## src/hdl/mfp_pkg.sv

```systemverilog
// Package for the modem frame parser: beat types, op and status codes, FSM states.
// No dependencies.
`default_nettype none
package mfp_pkg;
	localparam int RingDepth = 256;
	localparam int HeaderBytes = 7;
	localparam int CfgIdxW = 3;
	localparam int CfgDataW = 16;

	localparam logic [1:0] OP_PUSH = 2'd0;
	localparam logic [1:0] OP_PARSE = 2'd1;
	localparam logic [1:0] OP_READ = 2'd2;

	localparam logic [2:0] ST_NONE = 3'd0;
	localparam logic [2:0] ST_BAD_HDR = 3'd1;
	localparam logic [2:0] ST_HDR_OK = 3'd2;
	localparam logic [2:0] ST_CRC_BAD = 3'd3;
	localparam logic [2:0] ST_DATA = 3'd4;
	localparam logic [2:0] ST_REBOOT = 3'd5;
	localparam logic [2:0] ST_PUSHED = 3'd6;
	localparam logic [2:0] ST_READ = 3'd7;

	localparam logic [CfgIdxW-1:0] REG_SYNC = 3'd0;
	localparam logic [CfgIdxW-1:0] REG_VERSION = 3'd1;
	localparam logic [CfgIdxW-1:0] REG_POLY = 3'd2;
	localparam logic [CfgIdxW-1:0] REG_CRC_START = 3'd3;
	localparam logic [CfgIdxW-1:0] REG_REBOOT = 3'd4;

	typedef struct packed {
		logic [1:0] op;
		logic [7:0] rx_byte;
		logic [7:0] read_index;
	} in_beat_t;

	typedef struct packed {
		logic [2:0] status;
		logic [7:0] frame_length;
		logic [7:0] frame_type;
		logic [7:0] data_byte;
		logic [7:0] buffered_count;
	} out_beat_t;

	typedef struct packed {
		logic [7:0] sync_value;
		logic [7:0] version_value;
		logic [15:0] crc_polynomial;
		logic [15:0] crc_start;
		logic [7:0] reboot_type_code;
	} cfg_t;

	typedef enum logic [3:0] {
		S_IDLE, S_HDR_RD, S_HDR_WAIT, S_HDR_CHK, S_COPY_RD, S_COPY_WR, S_COPY_RD_N,
		S_REB_RD, S_REB_WAIT, S_PAY_RD, S_PAY_WAIT, S_DONE
	} state_t;

	function automatic logic [15:0] crc_byte(logic [15:0] c_in, logic [7:0] d,
		logic [15:0] poly);
		logic [15:0] c;
		c = c_in ^ {d, 8'h00};
		for (int b = 0; b < 8; b++) begin
			c = c[15] ? ({c[14:0], 1'b0} ^ poly) : {c[14:0], 1'b0};
		end
		return c;
	endfunction
endpackage
`default_nettype wire

```

## src/hdl/mfp_ram.sv

```systemverilog
// Single-port-write, single-port-read byte memory, registered read data.
// Depends on nothing.
`default_nettype none
module mfp_ram #(
	parameter int Depth = 256
) (
	input wire logic clk,
	input wire logic we,
	input wire logic [$clog2(Depth)-1:0] waddr,
	input wire logic [7:0] wdata,
	input wire logic [$clog2(Depth)-1:0] raddr,
	output logic [7:0] rdata
);
	logic [7:0] mem [Depth];
	always_ff @(posedge clk) begin
		if (we) mem[waddr] <= wdata;
		rdata <= mem[raddr];
	end
endmodule
`default_nettype wire

```

## src/hdl/modem_frame_parser_top.sv

```systemverilog
// Modem frame parser top: ring and payload memories plus the parse sequencer.
// Depends on mfp_pkg and mfp_ram.
//
//  channel  | handshake              | payload
//  input    | start / busy           | in_beat  (mfp_pkg::in_beat_t)
//  result   | done (one-cycle pulse) | result   (mfp_pkg::out_beat_t)
//  config   | cfg_we                 | cfg_index, cfg_data
//
// Push and no-progress step: S_DONE. Read: S_PAY_RD, S_PAY_WAIT.
// Header step: S_HDR_RD, S_HDR_WAIT, S_HDR_CHK. A completing frame: S_COPY_RD, then
// S_COPY_WR and S_COPY_RD_N in turn over the payload bytes via the single ring read
// port (none if empty), then S_REB_RD, S_REB_WAIT; CRC folded in on each write.
// Reset clears pointers and header state and loads configuration defaults; memories are not cleared.
// busy is high from accept until the result beat; the receiver cannot stall.
`default_nettype none
module modem_frame_parser_top #(
	parameter int RingDepth = mfp_pkg::RingDepth
) (
	input wire logic clk,
	input wire logic arst_n,
	input wire logic start,
	output logic busy,
	input wire mfp_pkg::in_beat_t in_beat,
	output logic done,
	output mfp_pkg::out_beat_t result,
	input wire logic cfg_we,
	input wire logic [mfp_pkg::CfgIdxW-1:0] cfg_index,
	input wire logic [mfp_pkg::CfgDataW-1:0] cfg_data
);
	localparam int AW = $clog2(RingDepth);

	mfp_pkg::cfg_t cfg_q;
	mfp_pkg::state_t state_q, state_d;
	mfp_pkg::in_beat_t cmd_q;
	logic [AW-1:0] rp_q, wp_q, off_q, rp_d, off_d;
	logic hdr_q, hdr_d;
	logic [7:0] len_q, type_q, len_d, type_d;
	logic [15:0] hcrc_q, hcrc_d, crc_q, crc_d;
	logic [7:0] b0_q, b0_d;
	logic ok_q, ok_d;
	logic [2:0] stat_d;
	logic [7:0] dout_d, flen_d;
	logic done_d;
	logic [AW-1:0] fill;
	logic [8:0] need;

	logic ring_we, pay_we;
	logic [AW-1:0] ring_ra, pay_wa, pay_ra;
	logic [7:0] ring_rd, pay_rd;

	assign fill = wp_q - rp_q;
	assign need = 9'(mfp_pkg::HeaderBytes) + {1'b0, len_q};
	assign ring_we = start && !busy && in_beat.op == mfp_pkg::OP_PUSH;

	mfp_ram #(.Depth(RingDepth)) u_ring (
		.clk(clk), .we(ring_we), .waddr(wp_q), .wdata(in_beat.rx_byte),
		.raddr(ring_ra), .rdata(ring_rd)
	);
	mfp_ram #(.Depth(RingDepth)) u_pay (
		.clk(clk), .we(pay_we), .waddr(pay_wa), .wdata(ring_rd),
		.raddr(pay_ra), .rdata(pay_rd)
	);

	always_ff @(posedge clk or negedge arst_n) begin
		if (!arst_n) begin
			cfg_q <= '{8'hC0, 8'h00, 16'h1021, 16'hFFFF, 8'd5};
		end else if (cfg_we) begin
			unique case (cfg_index)
				mfp_pkg::REG_SYNC: cfg_q.sync_value <= cfg_data[7:0];
				mfp_pkg::REG_VERSION: cfg_q.version_value <= cfg_data[7:0];
				mfp_pkg::REG_POLY: cfg_q.crc_polynomial <= cfg_data;
				mfp_pkg::REG_CRC_START: cfg_q.crc_start <= cfg_data;
				mfp_pkg::REG_REBOOT: cfg_q.reboot_type_code <= cfg_data[7:0];
				default: ;
			endcase
		end
	end

	always_ff @(posedge clk or negedge arst_n) begin
		if (!arst_n) begin
			state_q <= mfp_pkg::S_IDLE;
			rp_q <= '0;
			wp_q <= '0;
			hdr_q <= 1'b0;
			len_q <= '0;
			type_q <= '0;
			hcrc_q <= '0;
			done <= 1'b0;
		end else begin
			state_q <= state_d;
			rp_q <= rp_d;
			hdr_q <= hdr_d;
			len_q <= len_d;
			type_q <= type_d;
			hcrc_q <= hcrc_d;
			done <= done_d;
			if (ring_we) wp_q <= wp_q + 1'b1;
		end
	end

	always_ff @(posedge clk) begin
		if (start && !busy) cmd_q <= in_beat;
		off_q <= off_d;
		crc_q <= crc_d;
		b0_q <= b0_d;
		ok_q <= ok_d;
		if (done_d) begin
			result.status <= stat_d;
			result.frame_length <= flen_d;
			result.frame_type <= type_d;
			result.data_byte <= dout_d;
			result.buffered_count <= 8'(wp_q + AW'(ring_we) - rp_d);
		end
	end

	assign busy = state_q != mfp_pkg::S_IDLE;

	always_comb begin
		state_d = state_q;
		rp_d = rp_q;
		hdr_d = hdr_q;
		len_d = len_q;
		type_d = type_q;
		hcrc_d = hcrc_q;
		off_d = off_q;
		crc_d = crc_q;
		b0_d = b0_q;
		ok_d = ok_q;
		stat_d = mfp_pkg::ST_NONE;
		dout_d = '0;
		flen_d = '0;
		done_d = 1'b0;
		ring_ra = rp_q + off_q;
		pay_we = 1'b0;
		pay_wa = off_q - AW'(mfp_pkg::HeaderBytes);
		pay_ra = cmd_q.read_index;
		unique case (state_q)
			mfp_pkg::S_IDLE: begin
				if (start) begin
					unique case (in_beat.op)
						mfp_pkg::OP_PUSH: state_d = mfp_pkg::S_DONE;
						mfp_pkg::OP_READ: state_d = mfp_pkg::S_PAY_RD;
						mfp_pkg::OP_PARSE: begin
							if (!hdr_q) begin
								state_d = (fill > AW'(mfp_pkg::HeaderBytes)) ?
									mfp_pkg::S_HDR_RD : mfp_pkg::S_DONE;
							end else if ({1'b0, fill} >= need) begin
								off_d = AW'(mfp_pkg::HeaderBytes);
								crc_d = cfg_q.crc_start;
								state_d = mfp_pkg::S_COPY_RD;
							end else begin
								state_d = mfp_pkg::S_DONE;
							end
							off_d = hdr_q ? AW'(mfp_pkg::HeaderBytes) : '0;
						end
						default: state_d = mfp_pkg::S_DONE;
					endcase
				end
			end
			mfp_pkg::S_DONE: begin
				done_d = 1'b1;
				stat_d = (cmd_q.op == mfp_pkg::OP_PUSH) ? mfp_pkg::ST_PUSHED :
					mfp_pkg::ST_NONE;
				state_d = mfp_pkg::S_IDLE;
			end
			mfp_pkg::S_PAY_RD: state_d = mfp_pkg::S_PAY_WAIT;
			mfp_pkg::S_PAY_WAIT: begin
				done_d = 1'b1;
				stat_d = mfp_pkg::ST_READ;
				dout_d = pay_rd;
				state_d = mfp_pkg::S_IDLE;
			end
			// header bytes streamed one per cycle at offsets 0..6; held fields
			// change only once sync and version matched
			mfp_pkg::S_HDR_RD: begin
				off_d = off_q + 1'b1;
				state_d = mfp_pkg::S_HDR_WAIT;
			end
			mfp_pkg::S_HDR_WAIT: begin
				off_d = off_q + 1'b1;
				unique case (off_q)
					AW'(1): b0_d = ring_rd;
					AW'(2): ok_d = (b0_q == cfg_q.sync_value) &&
						(ring_rd == cfg_q.version_value);
					AW'(4): if (ok_q) type_d = ring_rd;
					AW'(5): if (ok_q) len_d = ring_rd;
					AW'(6): if (ok_q) hcrc_d[15:8] = ring_rd;
					AW'(7): begin
						if (ok_q) hcrc_d[7:0] = ring_rd;
						state_d = mfp_pkg::S_HDR_CHK;
					end
					default: ;
				endcase
			end
			mfp_pkg::S_HDR_CHK: begin
				done_d = 1'b1;
				if (ok_q) begin
					hdr_d = 1'b1;
					stat_d = mfp_pkg::ST_HDR_OK;
				end else begin
					rp_d = rp_q + 1'b1;
					stat_d = mfp_pkg::ST_BAD_HDR;
				end
				state_d = mfp_pkg::S_IDLE;
			end
			mfp_pkg::S_COPY_RD: begin
				crc_d = cfg_q.crc_start;
				if (len_q == '0) begin
					off_d = AW'(mfp_pkg::HeaderBytes);
					state_d = mfp_pkg::S_REB_RD;
				end else begin
					state_d = mfp_pkg::S_COPY_WR;
				end
			end
			mfp_pkg::S_COPY_WR: begin
				pay_we = 1'b1;
				crc_d = mfp_pkg::crc_byte(crc_q, ring_rd, cfg_q.crc_polynomial);
				off_d = off_q + 1'b1;
				if ({1'b0, off_q} + 9'd1 == need) begin
					off_d = AW'(mfp_pkg::HeaderBytes);
					state_d = mfp_pkg::S_REB_RD;
				end else begin
					state_d = mfp_pkg::S_COPY_RD_N;
				end
			end
			mfp_pkg::S_COPY_RD_N: state_d = mfp_pkg::S_COPY_WR;
			mfp_pkg::S_REB_RD: state_d = mfp_pkg::S_REB_WAIT;
			mfp_pkg::S_REB_WAIT: begin
				done_d = 1'b1;
				hdr_d = 1'b0;
				state_d = mfp_pkg::S_IDLE;
				if (crc_q != hcrc_q) begin
					rp_d = rp_q + 1'b1;
					stat_d = mfp_pkg::ST_CRC_BAD;
				end else if (type_q == cfg_q.reboot_type_code) begin
					rp_d = rp_q + AW'(mfp_pkg::HeaderBytes + 1);
					stat_d = mfp_pkg::ST_REBOOT;
					dout_d = ring_rd;
				end else begin
					rp_d = rp_q + AW'(mfp_pkg::HeaderBytes) + len_q;
					stat_d = mfp_pkg::ST_DATA;
					flen_d = len_q;
				end
			end
			default: state_d = mfp_pkg::S_IDLE;
		endcase
	end

	assert property (@(posedge clk) disable iff (!arst_n)
		done |-> !$past(done)) else $error("result beat longer than one cycle");
	assert property (@(posedge clk) disable iff (!arst_n)
		(start && !busy) |=> busy) else $error("accepted beat did not raise busy");
	assert property (@(posedge clk) disable iff (!arst_n)
		pay_we |-> state_q == mfp_pkg::S_COPY_WR) else $error("stray payload write");
endmodule
`default_nettype wire
```

## config.mk

```make
export PLATFORM = sky130hd
export DESIGN_NAME = modem_frame_parser_top
export DESIGN_NICKNAME = d
export VERILOG_FILES = /design/src/hdl/mfp_pkg.sv /design/src/hdl/mfp_ram.sv /design/src/hdl/modem_frame_parser_top.sv
export SDC_FILE = /design/constraint.sdc
export NUM_CORES = 2
export LEC_CHECK = 0
export BUFFER_PORTS_ARGS = -buffer_cell sky130_fd_sc_hd__buf_4
export CAP_MARGIN = 10
export CELL_PAD_IN_SITES_DETAIL_PLACEMENT = 2
export CELL_PAD_IN_SITES_GLOBAL_PLACEMENT = 2
export CORE_MARGIN = 5
export CORE_UTILIZATION = 51
export DETAILED_ROUTE_END_ITERATION = 8
export PLACE_DENSITY = 0.81
export SYNTH_ARGS = -nofsm -noshare
export SYNTH_HDL_FRONTEND = slang
export SYNTH_SLANG_ARGS = --single-unit
```

## constraint.sdc

```tcl
create_clock -name clk -period 8.94 [get_ports clk]
set_clock_uncertainty 0.2 [all_clocks]
set_input_delay 0.447 -clock clk [delete_from_list [all_inputs] [get_ports clk]]
set_output_delay 0.447 -clock clk [all_outputs]
set_load 0.02 [all_outputs]
```

==> results.md, run 1 <==
- The most frequent cell after synthesis is sky130_fd_sc_hd__edfxtp_1.
- At the end of routability-driven placement, the weighted congestion stood at 0.815.
- The share of flip-flops with an asynchronous set or reset is 2.56%.
- The wire-length estimate of the detail-placed layout is 481000 µm.
- The overall die width is 588 µm.
- Buffers placed on the I/O ports in this run total 77.
- After floorplanning, the core was divided into 212 placement rows.
- The failing step is detailed placement.
- The post-synthesis sequential area ratio is 75.5%.
- Of all cell types, the one taking the most synthesized area is sky130_fd_sc_hd__edfxtp_1.
- The vertical extent of the die is 588 µm.
- The top-level I/O count is 78.
- The number of distinct library cell variants in the gate-level netlist after synthesis is 72.
- The number of synthesized flops with an enable pin is 4174.
- The fraction of synthesized cell area taken by the top area cell type is 73.7%.
- The effective utilization at floorplan is 51.1%.
- The first error in the log reads "[ERROR DPL-0033] detailed placement checks failed during check placement".
- Counting instances in the post-synthesis netlist gives the leading cell types as sky130_fd_sc_hd__edfxtp_1, sky130_fd_sc_hd__mux4_2, sky130_fd_sc_hd__nor2_1.
- The flow did not finish.
- The area of the mapped netlist is 170000 µm².
- Yosys attributes the largest share of cell area to sky130_fd_sc_hd__edfxtp_1, sky130_fd_sc_hd__mux4_2, sky130_fd_sc_hd__dfrtp_1.
- Synthesis handed over a netlist of 7735 instances.
- For this run, the leading register cell type out of synthesis is sky130_fd_sc_hd__edfxtp_1.
- The total of flip-flops plus latches after synthesis is 4300.
- A synthesized cell averages 22.0 µm².
- The total number of yosys warnings is 0.
- The number of nets in the synthesized netlist is 7845.
## cells by family after synthesis
kind of cell               count (synthesis)  share of synthesized area, %
adders and majority gates                 69                         0.525
muxes                                   1441                          18.3
buffers and inverters                    501                          1.12
xor gates and xnor gates                 214                          1.23
AOI/OAI and AO/OA                        257                          1.00
and+or+nand+nor                          953                          2.36
DFF                                     4300                          75.5
## through the flow
stage / cell area (µm²) / setup slack [ns] / std cells / hold WS, ns
global placement: 176000 / 3.09 / 11900 / 0.310
floorplan: 170000 / 1.28 / 7735 / -0.0486
==> inputs of run 2 (changes only) <==
CELL_PAD_IN_SITES_DETAIL_PLACEMENT = not set   (was 2)
CELL_PAD_IN_SITES_GLOBAL_PLACEMENT = not set   (was 2)
CORE_UTILIZATION = 40   (was 51)
PLACE_DENSITY = not set   (was 0.81)
PLACE_DENSITY_LB_ADDON = 0.15   (was not set)
==> run 2 against run 1 <==
The run now ends clean. Synthesized cell count unchanged. Area after synthesis unchanged.
==> results.md, run 2 <==
- In this run the cell area measured after placement is 178000 µm².
- The synthesized instance count is 7735 (unchanged).
- The critical path startpoint category is a flop.
- The max-slew violation total from the final report is 0.
- The floorplan die area is 438000 µm².
- The setup check on the worst reg-to-reg path leaves a slack of 2.95 ns.
- The synthesized area divided by synthesized cell count is 22.0 µm² (unchanged).
- The data arrival time of the critical path is 6.49 ns.
- The pin count of the biggest net entering global routing is 190.
- The area of the mapped netlist was 170000 µm² (unchanged).
- In the final layout, the registers with the most flip-flops are u_pay.mem: 2048 flops, u_ring.mem: 2048 flops, cfg_q: 56 flops.
- At the worst endpoint, the required time is 9.44 ns.
- The shortest clock period the worst path allows after layout is 5.99 ns.
- Clock tree synthesis inserted a total of 440 buffers.
- The clock-pin transition on the worst setup and hold timing paths is 0.07 ns.
- The clock tree from TritonCTS is built.
- The initial antenna violation count is 14.
- The tree is rooted in a sky130_fd_sc_hd__clkbuf_16.
- Ranked by instance count, the synthesized netlist is headed by sky130_fd_sc_hd__edfxtp_1, sky130_fd_sc_hd__mux4_2, sky130_fd_sc_hd__nor2_1.
- The half-perimeter wire length after placement came to 257000 µm (-47%).
- Leaving out fill and tap cells, the most frequent cell in the layout is sky130_fd_sc_hd__edfxtp_1.
- Across every metal layer, demand over resource in global routing totals 19.6%.
- The power density normalized to cell area is 364 nW/µm².
- The ratio of final minimum period to clock period is 67.0%.
- The total number of yosys warnings is 0 (unchanged).
- The final layout contains 8134 nets.
- The number of global-route vias before repair is 81900.
- The worst-case IR drop observed on VDD is 0.595 mV.
- The number of buffer cells added on primary ports is 77 (unchanged).
- For the pin with the worst max-slew slack, the measured transition is 1.30 ns.
- On the final layout, the worst hold slack is 0.0967 ns.
- From synthesis to final layout, the design area changed by 13.0%.
- The worst pin sits at a relative slew slack of 13.7%.
- Across the run, the number of max-cap violations was 0.
- The path class of the tightest hold or removal check is input port to flop.
- Once layout is complete, the cells apart from fillers number 14100.
- The worst setup path is captured at a flop.
- In this run the worst path has a maximum fanout of 9.
- The number of synthesized flops with an enable pin is 4174 (unchanged).
- For this run, the leading register cell type out of synthesis is sky130_fd_sc_hd__edfxtp_1.
- Based on the critical path, the design can be clocked at up to 167 MHz.
- The via count is 79200.
- The top cell types in the final layout, fill and taps aside, are sky130_fd_sc_hd__edfxtp_1, sky130_fd_sc_hd__mux4_2, sky130_fd_sc_hd__nor2_1.
- For this run, design rule violations remaining after detail routing come to 0.
- Setup violations remaining at the end of the flow were counted as 0.
- In the final layout, the share of cells above drive strength 1 is 27.7%.
- The total wire length after detailed routing is 433000 µm.
- The effective utilization at floorplan is 40.1% (-11 points).
- The total of flip-flops plus latches after synthesis is 4300 (unchanged).
- The number of distinct library cell variants in the gate-level netlist after synthesis is 72 (unchanged).
- The longest clock path from root to sink contains 4 buffers.
- The quantity of gates resized following cts is 0.
- The setup path with the least slack is of type flop to flop.
- The total overflow left after global routing is 0.
- Once detail routing completed, the nets flagged for antenna violations numbered 0.
- The average wire per cell in the routed design is 30.8 µm.
- The pre-antenna-repair detailed-routing pass consisted of 5 iterations.
- The net count after synthesis is 7845 (unchanged).
- The starting DRC count in detailed routing is 7681.
- By area the synthesized netlist is led by sky130_fd_sc_hd__edfxtp_1, sky130_fd_sc_hd__mux4_2, sky130_fd_sc_hd__dfrtp_1.
- The later pin in the worst-skew pair is clocked with a latency of 0.98 ns.
- The wire length of the first global-routing pass is 622000 µm.
- The routability congestion estimate from global placement was 0.801 (-1.8%).
- The most frequent cell after synthesis is sky130_fd_sc_hd__edfxtp_1.
- The top-level I/O count is 78 (unchanged).
- The vertical extent of the die was 662 µm (+13%).
- The flow ran to the end, and the final reports show no timing, DRC or antenna violations.
- The area of all placed cells without fillers is 192000 µm².
- The post-synthesis cell type with the largest combined area is sky130_fd_sc_hd__edfxtp_1.
- The area of the placeable core is 424000 µm².
- The number of hold violations in the final report was 0.
- The fraction of synthesized cell area taken by the top area cell type is 73.7% (unchanged).
- The H-tree was split into 5 levels.
- In this run, placement finished with an instance count of 13200.
- The post-synthesis sequential area ratio was 75.5% (unchanged).
- Setup repair after global routing left no endpoint under its margin.
- The setup TNS is 0 ns.
- The vias per cell is 5.64.
- In this run the static leakage power is 59.4 nW.
- The floorplan row count is 239 (+13%).
- Counting every sink on the clock net gives 4300.
- The share of flip-flops with an asynchronous set or reset is 2.56% (unchanged).
- After layout, the design draws a total of 70.0 mW.
- The overall die width is 662 µm (+13%).
==> run 2: cell counts after synthesis <==
No cell type changed its count.
==> run 2: worst paths after layout <==
check / startpoint / to / depth (start not counted)
worst max-delay path: crc_q[15] / result[7] / 20
worst min-delay path: in_beat[17] / cmd_q[17] / 2
worst max register to register: crc_q[15] / result[7] / 20
worst min register to register: cfg_q[46] / cfg_q[46] / 1
max in group asynchronous: arst_n / cfg_q[37] / 4
min in group asynchronous: arst_n / cfg_q[2] / 3
==> run 2: metrics by stage <==
step | worst slack (ns) | utilization [%]
3_5_place_dp | 3.09 | 41.9
4_1_cts | 3.07 | 45.4
6_report | 2.95 | 45.4
5_1_grt | 2.74 | 45.4
2_1_floorplan | 1.28 | -
3_3_place_gp | 3.02 | 41.9
==> run 2: worst max-delay path, cell delays in order (launching register included) <==
cell,delay (ns)
sky130_fd_sc_hd__edfxtp_1,0.50
sky130_fd_sc_hd__xnor2_1,0.19
sky130_fd_sc_hd__nand4_1,0.17
sky130_fd_sc_hd__nor4_1,0.99
sky130_fd_sc_hd__nand3_1,0.46
sky130_fd_sc_hd__nor2_1,0.75
sky130_fd_sc_hd__inv_1,0.20
sky130_fd_sc_hd__nand2_1,0.17
sky130_fd_sc_hd__nand2_1,0.07
sky130_fd_sc_hd__o221ai_1,0.11
sky130_fd_sc_hd__ha_1,0.26
sky130_fd_sc_hd__inv_1,0.07
sky130_fd_sc_hd__ha_1,0.30
sky130_fd_sc_hd__a21o_1,0.19
sky130_fd_sc_hd__a21oi_1,0.23
sky130_fd_sc_hd__o21bai_1,0.09
sky130_fd_sc_hd__a21oi_1,0.24
sky130_fd_sc_hd__o21bai_1,0.09
sky130_fd_sc_hd__a21oi_1,0.17
sky130_fd_sc_hd__xnor2_1,0.15
sky130_fd_sc_hd__xnor2_1,0.08
==> run 2: layout make-up <==
cell class              count  area [µm²]
well taps                5663        7090
diodes                      6        15.0
clock buffers             536       11600
inverters                  56         210
multi-input cells        2934       39900
fillers                 35400      232000
clock inverters           267        2250
flip-flops and latches   4300      128000
repair buffers            292        2700
==> run 2: what timing repair did <==
item                                   4_1_cts  5_1_grt
buffers inserted                             0        0
setup endpoints to repair                    0        0
hold buffers                                65        0
endpoints found under the hold margin     1092        0
==> run 2: cells by family after synthesis <==
kind of cell             count (synthesis)  synth area share [%]
AO/OA/AOI/OAI                          257                  1.00
XOR/XNOR                               214                  1.23
adder cells (fa/ha/maj)                 69                 0.525
buffers and inverters                  501                  1.12
flip-flops                            4300                  75.5
multiplexers                          1441                  18.3
AND/OR/NAND/NOR                        953                  2.36
==> run 2: metal layers <==
| layer | part of all wire, % | up-vias | global-route usage [%] | wire (µm) |
|---|---|---|---|---|
| met5 | 0.0030 | - | 0 | 13 |
| met4 | 2.3 | 2 | 4.42 | 10100 |
| met3 | 5.2 | 544 | 2.60 | 22600 |
| met2 | 50 | 2261 | 32.7 | 217000 |
| met1 | 42 | 43500 | 27.6 | 184000 |
| li1 | - | 32900 | - | - |
==> run 2: power breakdown <==
| group | total, mW | switching (mW) | internal (mW) |
|---|---|---|---|
| Clock | 17.8 | 7.68 | 10.1 |
| Sequential | 24.6 | 0.584 | 24.0 |
| Combinational | 27.7 | 15.6 | 12.1 |
No activity file was read; power rests on OpenSTA's default activity.
